File: src/sv/hsv2rgb_pkg.sv
// ----------------------------------------------------------------------------
// hsv2rgb_pkg
// Shared types, constants and helper functions of the HSV to RGB converter.
// ----------------------------------------------------------------------------
package hsv2rgb_pkg;

	// Hue in 1/64 degree: one turn and one 60-degree sector
	localparam int HUE_W      = 16;
	localparam int HUE_TURN   = 23040;
	localparam int HUE_SECTOR = 3840;

	// Q14 unit after clamping: 0..16384
	localparam int UNIT_W  = 15;
	localparam int ONE_Q14 = 16384;

	// Wrapped hue 0..23039 and distance to the sector end 0..3840
	localparam int HU_W   = 15;
	localparam int DIST_W = 12;

	// Full-scale term 16384 * 3840 and the widths of the products
	localparam int KFULL   = ONE_Q14 * HUE_SECTOR;
	localparam int K_W     = 26;
	localparam int SU_W    = UNIT_W + DIST_W;
	localparam int VM_W    = 29;
	localparam int T_W     = 40;
	localparam int CH_W    = 9;

	typedef logic [UNIT_W-1:0] unit_t;
	typedef logic [DIST_W-1:0] dist_t;
	typedef logic [K_W-1:0]    kterm_t;
	typedef logic [VM_W-1:0]   vmterm_t;
	typedef logic [T_W-1:0]    tterm_t;
	typedef logic [CH_W-1:0]   chan_t;
	typedef logic [2:0]        sector_t;

	// Sectors, named by the channel that gets chroma, then the one that gets x
	localparam sector_t SECT_R_G = 3'd0;
	localparam sector_t SECT_G_R = 3'd1;
	localparam sector_t SECT_G_B = 3'd2;
	localparam sector_t SECT_B_G = 3'd3;
	localparam sector_t SECT_B_R = 3'd4;
	localparam sector_t SECT_R_B = 3'd5;

	// Clamp a signed Q2.14 number to the unit interval
	function automatic unit_t clamp_unit(input logic signed [HUE_W-1:0] q);
		unit_t res;
		if (q[HUE_W-1]) begin
			res = '0;
		end else if (q > HUE_W'(ONE_Q14)) begin
			res = UNIT_W'(ONE_Q14);
		end else begin
			res = q[UNIT_W-1:0];
		end
		return res;
	endfunction

	// Saturate a channel to 8 bits
	function automatic logic [7:0] sat_chan(input chan_t c);
		logic [7:0] res;
		if (c[CH_W-1]) begin
			res = 8'hFF;
		end else begin
			res = c[7:0];
		end
		return res;
	endfunction

endpackage

File: src/sv/hsv2rgb_front.sv
// ----------------------------------------------------------------------------
// hsv2rgb_front
// Stage 1 wraps hue and clamps s and v; stage 2 finds the sector and the
// distance of the hue to the end of the chroma ramp.
// ----------------------------------------------------------------------------
module hsv2rgb_front
	import hsv2rgb_pkg::*;
(
	input  logic                    clk,
	input  logic                    arst_n,
	input  logic                    in_valid,
	output logic                    in_ready,
	input  logic signed [HUE_W-1:0] hue,
	input  logic signed [HUE_W-1:0] saturation,
	input  logic signed [HUE_W-1:0] brightness,
	output logic                    out_valid,
	input  logic                    out_ready,
	output sector_t                 sector,
	output dist_t                   ramp,
	output unit_t                   sat,
	output unit_t                   val
);

	localparam logic signed [HUE_W:0] TURN1 = (HUE_W+1)'(HUE_TURN);
	localparam logic signed [HUE_W:0] TURN2 = (HUE_W+1)'(2 * HUE_TURN);

	logic                valid_s1, valid_s2;
	logic                adv_s1, adv_s2;
	logic signed [HUE_W:0] hx, hw;
	logic [HU_W-1:0]     hu_s1;
	unit_t               sat_s1, val_s1;
	sector_t             sec_c, sector_s2;
	logic [HU_W-1:0]     base_c, off_c;
	dist_t               dist_c, dist_s2;
	unit_t               sat_s2, val_s2;

	assign adv_s2   = !valid_s2 || out_ready;
	assign adv_s1   = !valid_s1 || adv_s2;
	assign in_ready = adv_s1;

	// Hue wrap: at most one constant added or subtracted
	always_comb begin
		hx = {hue[HUE_W-1], hue};
		if (hx < -TURN1) begin
			hw = hx + TURN2;
		end else if (hx < 0) begin
			hw = hx + TURN1;
		end else if (hx >= TURN1) begin
			hw = hx - TURN1;
		end else begin
			hw = hx;
		end
	end

	// Sector search over five thresholds
	always_comb begin
		if (hu_s1 >= HU_W'(5 * HUE_SECTOR)) begin
			sec_c  = SECT_R_B;
			base_c = HU_W'(5 * HUE_SECTOR);
		end else if (hu_s1 >= HU_W'(4 * HUE_SECTOR)) begin
			sec_c  = SECT_B_R;
			base_c = HU_W'(4 * HUE_SECTOR);
		end else if (hu_s1 >= HU_W'(3 * HUE_SECTOR)) begin
			sec_c  = SECT_B_G;
			base_c = HU_W'(3 * HUE_SECTOR);
		end else if (hu_s1 >= HU_W'(2 * HUE_SECTOR)) begin
			sec_c  = SECT_G_B;
			base_c = HU_W'(2 * HUE_SECTOR);
		end else if (hu_s1 >= HU_W'(HUE_SECTOR)) begin
			sec_c  = SECT_G_R;
			base_c = HU_W'(HUE_SECTOR);
		end else begin
			sec_c  = SECT_R_G;
			base_c = '0;
		end
		off_c = hu_s1 - base_c;
		// x = c*(3840-dist)/3840
		if (sec_c[0]) begin
			dist_c = off_c[DIST_W-1:0];
		end else begin
			dist_c = DIST_W'(HUE_SECTOR) - off_c[DIST_W-1:0];
		end
	end

	always_ff @(posedge clk or negedge arst_n) begin
		if (!arst_n) begin
			valid_s1 <= 1'b0;
			valid_s2 <= 1'b0;
		end else begin
			if (adv_s1) begin
				valid_s1 <= in_valid;
			end
			if (adv_s2) begin
				valid_s2 <= valid_s1;
			end
		end
	end

	always_ff @(posedge clk) begin
		if (adv_s1 && in_valid) begin
			hu_s1  <= hw[HU_W-1:0];
			sat_s1 <= clamp_unit(saturation);
			val_s1 <= clamp_unit(brightness);
		end
		if (adv_s2 && valid_s1) begin
			sector_s2 <= sec_c;
			dist_s2   <= dist_c;
			sat_s2    <= sat_s1;
			val_s2    <= val_s1;
		end
	end

	assign out_valid = valid_s2;
	assign sector    = sector_s2;
	assign ramp      = dist_s2;
	assign sat       = sat_s2;
	assign val       = val_s2;

endmodule

File: src/sv/hsv2rgb_mult.sv
// ----------------------------------------------------------------------------
// hsv2rgb_mult
// Stage 3 forms s*ramp and v*(1-s); stage 4 forms v*(K - s*ramp) and the
// flat channel levels scaled by 255.
// ----------------------------------------------------------------------------
module hsv2rgb_mult
	import hsv2rgb_pkg::*;
(
	input  logic    clk,
	input  logic    arst_n,
	input  logic    in_valid,
	output logic    in_ready,
	input  sector_t sector,
	input  dist_t   ramp,
	input  unit_t   sat,
	input  unit_t   val,
	output logic    out_valid,
	input  logic    out_ready,
	output sector_t out_sector,
	output tterm_t  xterm,
	output chan_t   zero_chan,
	output chan_t   full_chan
);

	logic                 valid_s3, valid_s4;
	logic                 adv_s3, adv_s4;
	logic [SU_W-1:0]      su_c;
	kterm_t               k_s3;
	vmterm_t              vm_s3;
	unit_t                val_s3;
	sector_t              sector_s3, sector_s4;
	logic [VM_W+7:0]      vm255_c;
	logic [UNIT_W+7:0]    v255_c;
	tterm_t               t_s4;
	chan_t                zero_s4, full_s4;

	assign adv_s4   = !valid_s4 || out_ready;
	assign adv_s3   = !valid_s3 || adv_s4;
	assign in_ready = adv_s3;

	assign su_c    = SU_W'(sat) * SU_W'(ramp);
	assign vm255_c = (VM_W+8)'(vm_s3) * (VM_W+8)'(255);
	assign v255_c  = (UNIT_W+8)'(val_s3) * (UNIT_W+8)'(255);

	always_ff @(posedge clk or negedge arst_n) begin
		if (!arst_n) begin
			valid_s3 <= 1'b0;
			valid_s4 <= 1'b0;
		end else begin
			if (adv_s3) begin
				valid_s3 <= in_valid;
			end
			if (adv_s4) begin
				valid_s4 <= valid_s3;
			end
		end
	end

	always_ff @(posedge clk) begin
		if (adv_s3 && in_valid) begin
			k_s3      <= K_W'(SU_W'(KFULL) - su_c);
			vm_s3     <= VM_W'(VM_W'(val) * VM_W'(UNIT_W'(ONE_Q14) - sat));
			val_s3    <= val;
			sector_s3 <= sector;
		end
		if (adv_s4 && valid_s3) begin
			t_s4      <= T_W'(val_s3) * T_W'(k_s3);
			zero_s4   <= vm255_c[VM_W+7 -: CH_W];
			full_s4   <= v255_c[UNIT_W+7 -: CH_W];
			sector_s4 <= sector_s3;
		end
	end

	assign out_valid  = valid_s4;
	assign out_sector = sector_s4;
	assign xterm      = t_s4;
	assign zero_chan  = zero_s4;
	assign full_chan  = full_s4;

endmodule

File: src/sv/hsv_to_rgb_converter.sv
// ----------------------------------------------------------------------------
// hsv_to_rgb_converter
// HSV to 8-bit RGB conversion for a pixel stream, exact fixed point.
// ----------------------------------------------------------------------------
// Pipeline: five register stages, s1 and s2 in the front, s3 and s4 in the
//   multiplier, s5 at the output; each accepted transaction passes them in order.
// Throughput: one transaction per cycle while out_ready does not hold the output;
//   every stage has its own valid bit and advances when empty or when its successor advances, so bubbles fill in.
// Reset: arst_n clears all valid bits asynchronously; data registers keep
//   whatever they hold and are ignored until refilled.
// ----------------------------------------------------------------------------
module hsv_to_rgb_converter
	import hsv2rgb_pkg::*;
(
	input  logic                    clk,
	input  logic                    arst_n,
	input  logic                    in_valid,
	output logic                    in_ready,
	input  logic signed [HUE_W-1:0] hue,
	input  logic signed [HUE_W-1:0] saturation,
	input  logic signed [HUE_W-1:0] brightness,
	output logic                    out_valid,
	input  logic                    out_ready,
	output logic [7:0]              red,
	output logic [7:0]              green,
	output logic [7:0]              blue
);

	// Per channel, with D = 2^28 * 3840:
	//   chroma channel : floor(255*(c+m)/D) = floor(v*255 / 2^14)
	//   zero channel   : floor(255*m/D)     = floor(v*(1-s)*255 / 2^28)
	//   x channel      : floor(255*(x+m)/D) = floor(17*v*(K - s*dist) / 2^36)
	// where K = 16384*3840 and dist = 3840 - g. Only the last truncation rounds.

	logic    f_valid, f_ready;
	sector_t f_sector;
	dist_t   f_dist;
	unit_t   f_sat, f_val;

	logic    m_valid, m_ready;
	sector_t m_sector;
	tterm_t  m_xterm;
	chan_t   m_zero, m_full;

	logic                 valid_s5, adv_s5;
	logic [T_W+4:0]       x17_c;
	logic [7:0]           xc_c, zc_c, fc_c;
	logic [7:0]           red_s5, green_s5, blue_s5;

	hsv2rgb_front u_front (
		.clk        (clk),
		.arst_n     (arst_n),
		.in_valid   (in_valid),
		.in_ready   (in_ready),
		.hue        (hue),
		.saturation (saturation),
		.brightness (brightness),
		.out_valid  (f_valid),
		.out_ready  (f_ready),
		.sector     (f_sector),
		.ramp       (f_dist),
		.sat        (f_sat),
		.val        (f_val)
	);

	hsv2rgb_mult u_mult (
		.clk        (clk),
		.arst_n     (arst_n),
		.in_valid   (f_valid),
		.in_ready   (f_ready),
		.sector     (f_sector),
		.ramp       (f_dist),
		.sat        (f_sat),
		.val        (f_val),
		.out_valid  (m_valid),
		.out_ready  (m_ready),
		.out_sector (m_sector),
		.xterm      (m_xterm),
		.zero_chan  (m_zero),
		.full_chan  (m_full)
	);

	// Output stage doubles as the result register: advance when empty or taken
	assign adv_s5  = !valid_s5 || out_ready;
	assign m_ready = adv_s5;

	// 17*t as t + 16*t, then drop the 2^36 denominator
	assign x17_c = (T_W+5)'(m_xterm) + ((T_W+5)'(m_xterm) << 4);
	assign xc_c  = sat_chan(x17_c[T_W+4 -: CH_W] > CH_W'(255) ? CH_W'(256)
		: x17_c[36 +: CH_W]);
	assign zc_c  = sat_chan(m_zero);
	assign fc_c  = sat_chan(m_full);

	always_ff @(posedge clk or negedge arst_n) begin
		if (!arst_n) begin
			valid_s5 <= 1'b0;
		end else if (adv_s5) begin
			valid_s5 <= m_valid;
		end
	end

	// Route chroma, x and the flat level into the channels by sector
	always_ff @(posedge clk) begin
		if (adv_s5 && m_valid) begin
			unique case (m_sector)
				SECT_R_G: begin
					red_s5   <= fc_c;
					green_s5 <= xc_c;
					blue_s5  <= zc_c;
				end
				SECT_G_R: begin
					red_s5   <= xc_c;
					green_s5 <= fc_c;
					blue_s5  <= zc_c;
				end
				SECT_G_B: begin
					red_s5   <= zc_c;
					green_s5 <= fc_c;
					blue_s5  <= xc_c;
				end
				SECT_B_G: begin
					red_s5   <= zc_c;
					green_s5 <= xc_c;
					blue_s5  <= fc_c;
				end
				SECT_B_R: begin
					red_s5   <= xc_c;
					green_s5 <= zc_c;
					blue_s5  <= fc_c;
				end
				default: begin
					red_s5   <= fc_c;
					green_s5 <= zc_c;
					blue_s5  <= xc_c;
				end
			endcase
		end
	end

	assign out_valid = valid_s5;
	assign red       = red_s5;
	assign green     = green_s5;
	assign blue      = blue_s5;

endmodule

File: config.mk
export PLATFORM = sky130hd
export DESIGN_NAME = hsv_to_rgb_converter
export DESIGN_NICKNAME = d
export VERILOG_FILES = /design/src/sv/hsv2rgb_pkg.sv /design/src/sv/hsv2rgb_front.sv /design/src/sv/hsv2rgb_mult.sv /design/src/sv/hsv_to_rgb_converter.sv
export SDC_FILE = /design/constraint.sdc
export NUM_CORES = 2
export LEC_CHECK = 0
export BUFFER_PORTS_ARGS = -buffer_cell sky130_fd_sc_hd__buf_2
export CORE_ASPECT_RATIO = 0.5
export CORE_MARGIN = 3
export CORE_UTILIZATION = 25
export DETAILED_ROUTE_END_ITERATION = 12
export SLEW_MARGIN = 5
export SYNTH_ARGS = -nofsm -noshare
export SYNTH_HDL_FRONTEND = slang
export SYNTH_SLANG_ARGS = --single-unit
File: constraint.sdc
create_clock -name clk -period 7.2 [get_ports clk]
set_input_delay 0.72 -clock clk [delete_from_list [all_inputs] [get_ports clk]]
set_output_delay 0.72 -clock clk [all_outputs]
set_load 0.01 [all_outputs]
==> summary.txt <==
Status
  – Outcome: complete, but fails checks
  – Failing checks: setup timing

Yosys
  – Mapped cell area: 43380 sq um
  – Post-synthesis instance total: 4282
  – Mapped Nets: 5571
  – FFs w/ async S/R, synth: slightly below 2%
  – Simple-gate share of the synthesized area: 13.99%
  – Post-synth EDFFs: approximately 250
  – Mux cell area share after synthesis: less than 1%
  – Register area share after synthesis: roughly 17%
  – Adder-Cell Fraction of Synth Area: between 50% and 60%
  – Yosys Warn Count: 0
  – Synth Area in XOR/XNOR: a little under 3%
  – Yosys reg bits: approximately 250
  – Number of library cell types mapped by synthesis: between 60 and 70
  – Largest family of logic cells by synthesized area: adder cells
  – Ys flop type: edfxtp_1
  – Compound-cell area share of the yosys netlist: under 10%
  – Synthesized area per cell: approximately 10 sq um

Place
  – Final Wtd Congestion: 0.8340
  – DPL Wire Length: about 80000 microns
  – Inst Count DP: about 6700
  – Number of port buffers: 77

Clock network
  – Clk_lat worst skew: between 0.5 and 0.6 ns
  – Clk slew on worst S/H paths: ~0.06 ns
  – TritonCTS sink count: between 200 and 300
  – TritonCTS Buffers: 34
  – H-Tree Depth: 2
  – Root Buffer: clkbuf_16
  – Clock Path Buffers: 3
  – CTS tree: yes

Drt
  – Total Wirelength: between 90000 and 100000 microns
  – Per-cell routed wire length: 14.16 microns
  – Detailed Route Iter0 Violations: 1451
  – Number of vias per cell: 4.268
  – Number of antenna-violating nets in the routed design: 0
  – DRC viols: 0
  – Detailed Routing Iterations Pass 1: 5
  – Via count: roughly 29000

Floorplan
  – DIE AREA: ~180000 sq um
  – I/O pins: between 70 and 80
  – Die Width: ~600 microns
  – Row count: about 110
  – Initial core utilization: 25.32%
  – DIE HEIGHT: between 300 and 400 microns
  – Core region area: approximately 170000 sq um

Layout
  – Final Non-Filler Cells: between 6000 and 7000
  – Antenna cells: 0
  – Area Overhead vs Synth: 13.56%
  – Nets@finish: between 5000 and 6000
  – Layout cells sized above 1: 8.914%

Timing
  – Tcrit/Tclk final: 102.8%
  – Skew final: about 0.038 ns
  – Unrepaired setup endpoints after global routing: yes
  – Final setup viols: 3
  – Final Max Slew Viols: 0
  – Worst Setup Slack, final: -0.2013 ns
  – Min Tclk post-route: between 7 and 8 ns
  – Final hold vios: 0
  – Actual transition at the worst max-transition pin: 1.091 ns
  – Relative slew slack: a little over a quarter
  – Fmax: 135.1 MHz

Global routing
  – Largest net degree at the start of global routing: 74
  – Grt ovf: 0
  – First-pass GRT wire length: around 160000 microns
  – Initial antenna violation count: 1
  – Vias in the first global route: 31750
  – Gr usage total: approximately 11%

Worst setup path
  – Crit path capture type: register
  – CP endpoint: u_mult.vm_s3[25]
  – R2r startpoint: u_front.sat[9]
  – Critical setup path kind: register to register
  – CP Max Fanout: 4
  – CP required: approximately 7.5 ns
  – Startpoint type of the worst setup path: register
  – Critical path startpoint: u_front.sat[9]
  – R2r endpoint: u_mult.vm_s3[25]
  – R2R Setup Slk: -0.20 ns
  – Arrival time worst endpoint: 7.72 ns
  – Register-to-Register Path Depth: 23

Worst hold path
  – Worst Hold Class: input pin to register
  – Hold Crit Depth: 2

Flow run
  – Max-Cap Viols: 0
[kinds of logic after synthesis]
family,after synthesis
compound gates,381
xor+xnor,146
buf+inv,1054
simple gates,1203
fa+ha+maj,1237
flops,253
mux,8
[worst min path at each step]
stage | from | endpoint
after floorplan | u_front.sat_s1[0] | u_front.sat[0]
after global placement | u_front.val_s1[6] | u_front.val[6]
after detailed placement | u_front.val_s1[12] | u_front.val[12]
after CTS | in_valid | u_front.valid_s1
after global routing | in_valid | u_front.valid_s1
final | in_valid | u_front.valid_s1
[critical path: stages, from the launching register on]
cell      delay, ns
edfxtp_1       0.38
or4_4          0.55
or4_4          0.48
nor3_4         0.14
xor2_1         0.21
buf_4          0.16
buf_6          0.11
nand2_4        0.05
fa_1           0.48
fa_1           0.56
inv_2          0.04
fa_2           0.55
fa_2           0.43
fa_2           0.54
fa_2           0.45
ha_4           0.18
a21o_1         0.18
a21o_1         0.17
a21o_1         0.19
a221o_1        0.38
or4_4          0.43
a31o_2         0.27
a21oi_2        0.13
xnor2_1        0.08
[per-stage QoR]
stage / util, % / area [sq um] / hold slack, ns / worst slack, ns / TNS, ns
3_5_place_dp: 27.67 / 47420 / 0.4045 / -0.2413 / -0.5258
4_1_cts: 28.43 / 48720 / 0.2884 / -0.2064 / -0.4804
6_report: 28.75 / 49270 / 0.3316 / -0.2013 / -0.4346
3_3_place_gp: 27.67 / 47420 / 0.4007 / -0.2235 / -0.4680
2_1_floorplan: - / 43530 / 0.4003 / -0.1291 / -0.2558
5_1_grt: 28.75 / 49270 / 0.3122 / -0.4323 / -1.334
[layer usage]
metal  share of wire, %  GRT usage (%)  routed length (microns)
met1                 46          15.13                    44450
met2                 48          19.57                    46220
met3                3.7          1.141                     3553
met4                1.5          2.158                     1392
met5                  0              0                        0
[placed cells by master (no fill, tap or decap), types with 16 or more instances in the layout]
cell,instances
buf_12,17
a21oi_1,95
o21a_1,25
and3_1,16
nor2_1,109
xor2_1,42
and2_1,459
nand2_1,449
clkbuf_16,37
edfxtp_1,248
ha_1,366
buf_2,77
nand3_1,26
o21ai_0,84
buf_4,158
nand2b_1,19
fa_1,855
nor2b_1,21
a21o_1,44
nor3_1,22
xnor2_1,99
inv_1,907
[state kept, by name, indices dropped and copies added (netlist names), 9 cells and up]
register and cells:
u_mult.xterm 40, u_mult.vm_s3 29, u_mult.k_s3 26, u_front.hu_s1 15, u_front.sat 15, u_front.sat_s1 15
u_front.val 15, u_front.val_s1 15, u_mult.val_s3 15, u_front.ramp 12, u_mult.full_chan 9, u_mult.zero_chan 9
[cells in the mapped netlist, types with 5 or more instances]
| cell type | number | area share, % |
|---|---|---|
| inv_1 | 917 | 7.9 |
| fa_1 | 862 | 40 |
| and2_1 | 468 | 6.7 |
| nand2_1 | 457 | 4.0 |
| ha_1 | 375 | 11 |
| edfxtp_1 | 248 | 17 |
| clkbuf_1 | 135 | 1.2 |
| nor2_1 | 111 | 0.96 |
| xnor2_1 | 104 | 2.1 |
| a21oi_1 | 99 | 1.1 |
| o21ai_0 | 87 | 1.0 |
| a21o_1 | 44 | 0.76 |
| xor2_1 | 42 | 0.85 |
| nand3_1 | 26 | 0.30 |
| nor3_1 | 25 | 0.29 |
| o21a_1 | 25 | 0.43 |
| nor2b_1 | 22 | 0.32 |
| nand2b_1 | 19 | 0.27 |
| and3_1 | 16 | 0.23 |
| a211oi_1 | 15 | 0.26 |
| nand4_1 | 14 | 0.20 |
| nor4_1 | 14 | 0.20 |
| o211ai_1 | 12 | 0.21 |
| o21bai_1 | 11 | 0.19 |
| o22a_1 | 11 | 0.22 |
| or3_1 | 11 | 0.16 |
| a31oi_1 | 9 | 0.13 |
| o221ai_1 | 9 | 0.18 |
| a221o_1 | 7 | 0.16 |
| o31ai_1 | 7 | 0.12 |
| mux2i_1 | 6 | 0.14 |
| dfrtp_1 | 5 | 0.29 |
| o22ai_1 | 5 | 0.072 |
[area by class of cell]
type                       count  area, sq um
tap                         2289         2864
timing repair buffer         259         1989
clock inverter                22        216.5
fill                       17910       122100
sequential                   253         7572
multi-input combinational   2975        32250
clock buffer                  39        933.4
inverter                     917         3442
[what timing repair did]
| item | CTS | global route |
|---|---|---|
| gates cloned | 0 | 0 |
| hold buffers | 1 | 0 |
| hold endpoints to repair | 1 | 0 |
| setup endpoints to repair | 4 | 11 |
| pin swaps | 28 | 37 |
| resized for setup | 22 | 44 |
| buffers inserted | 4 | 31 |
Power is not shown: default switching activity piles up to over one toggle a cycle in this logic, so the estimate is an artifact.
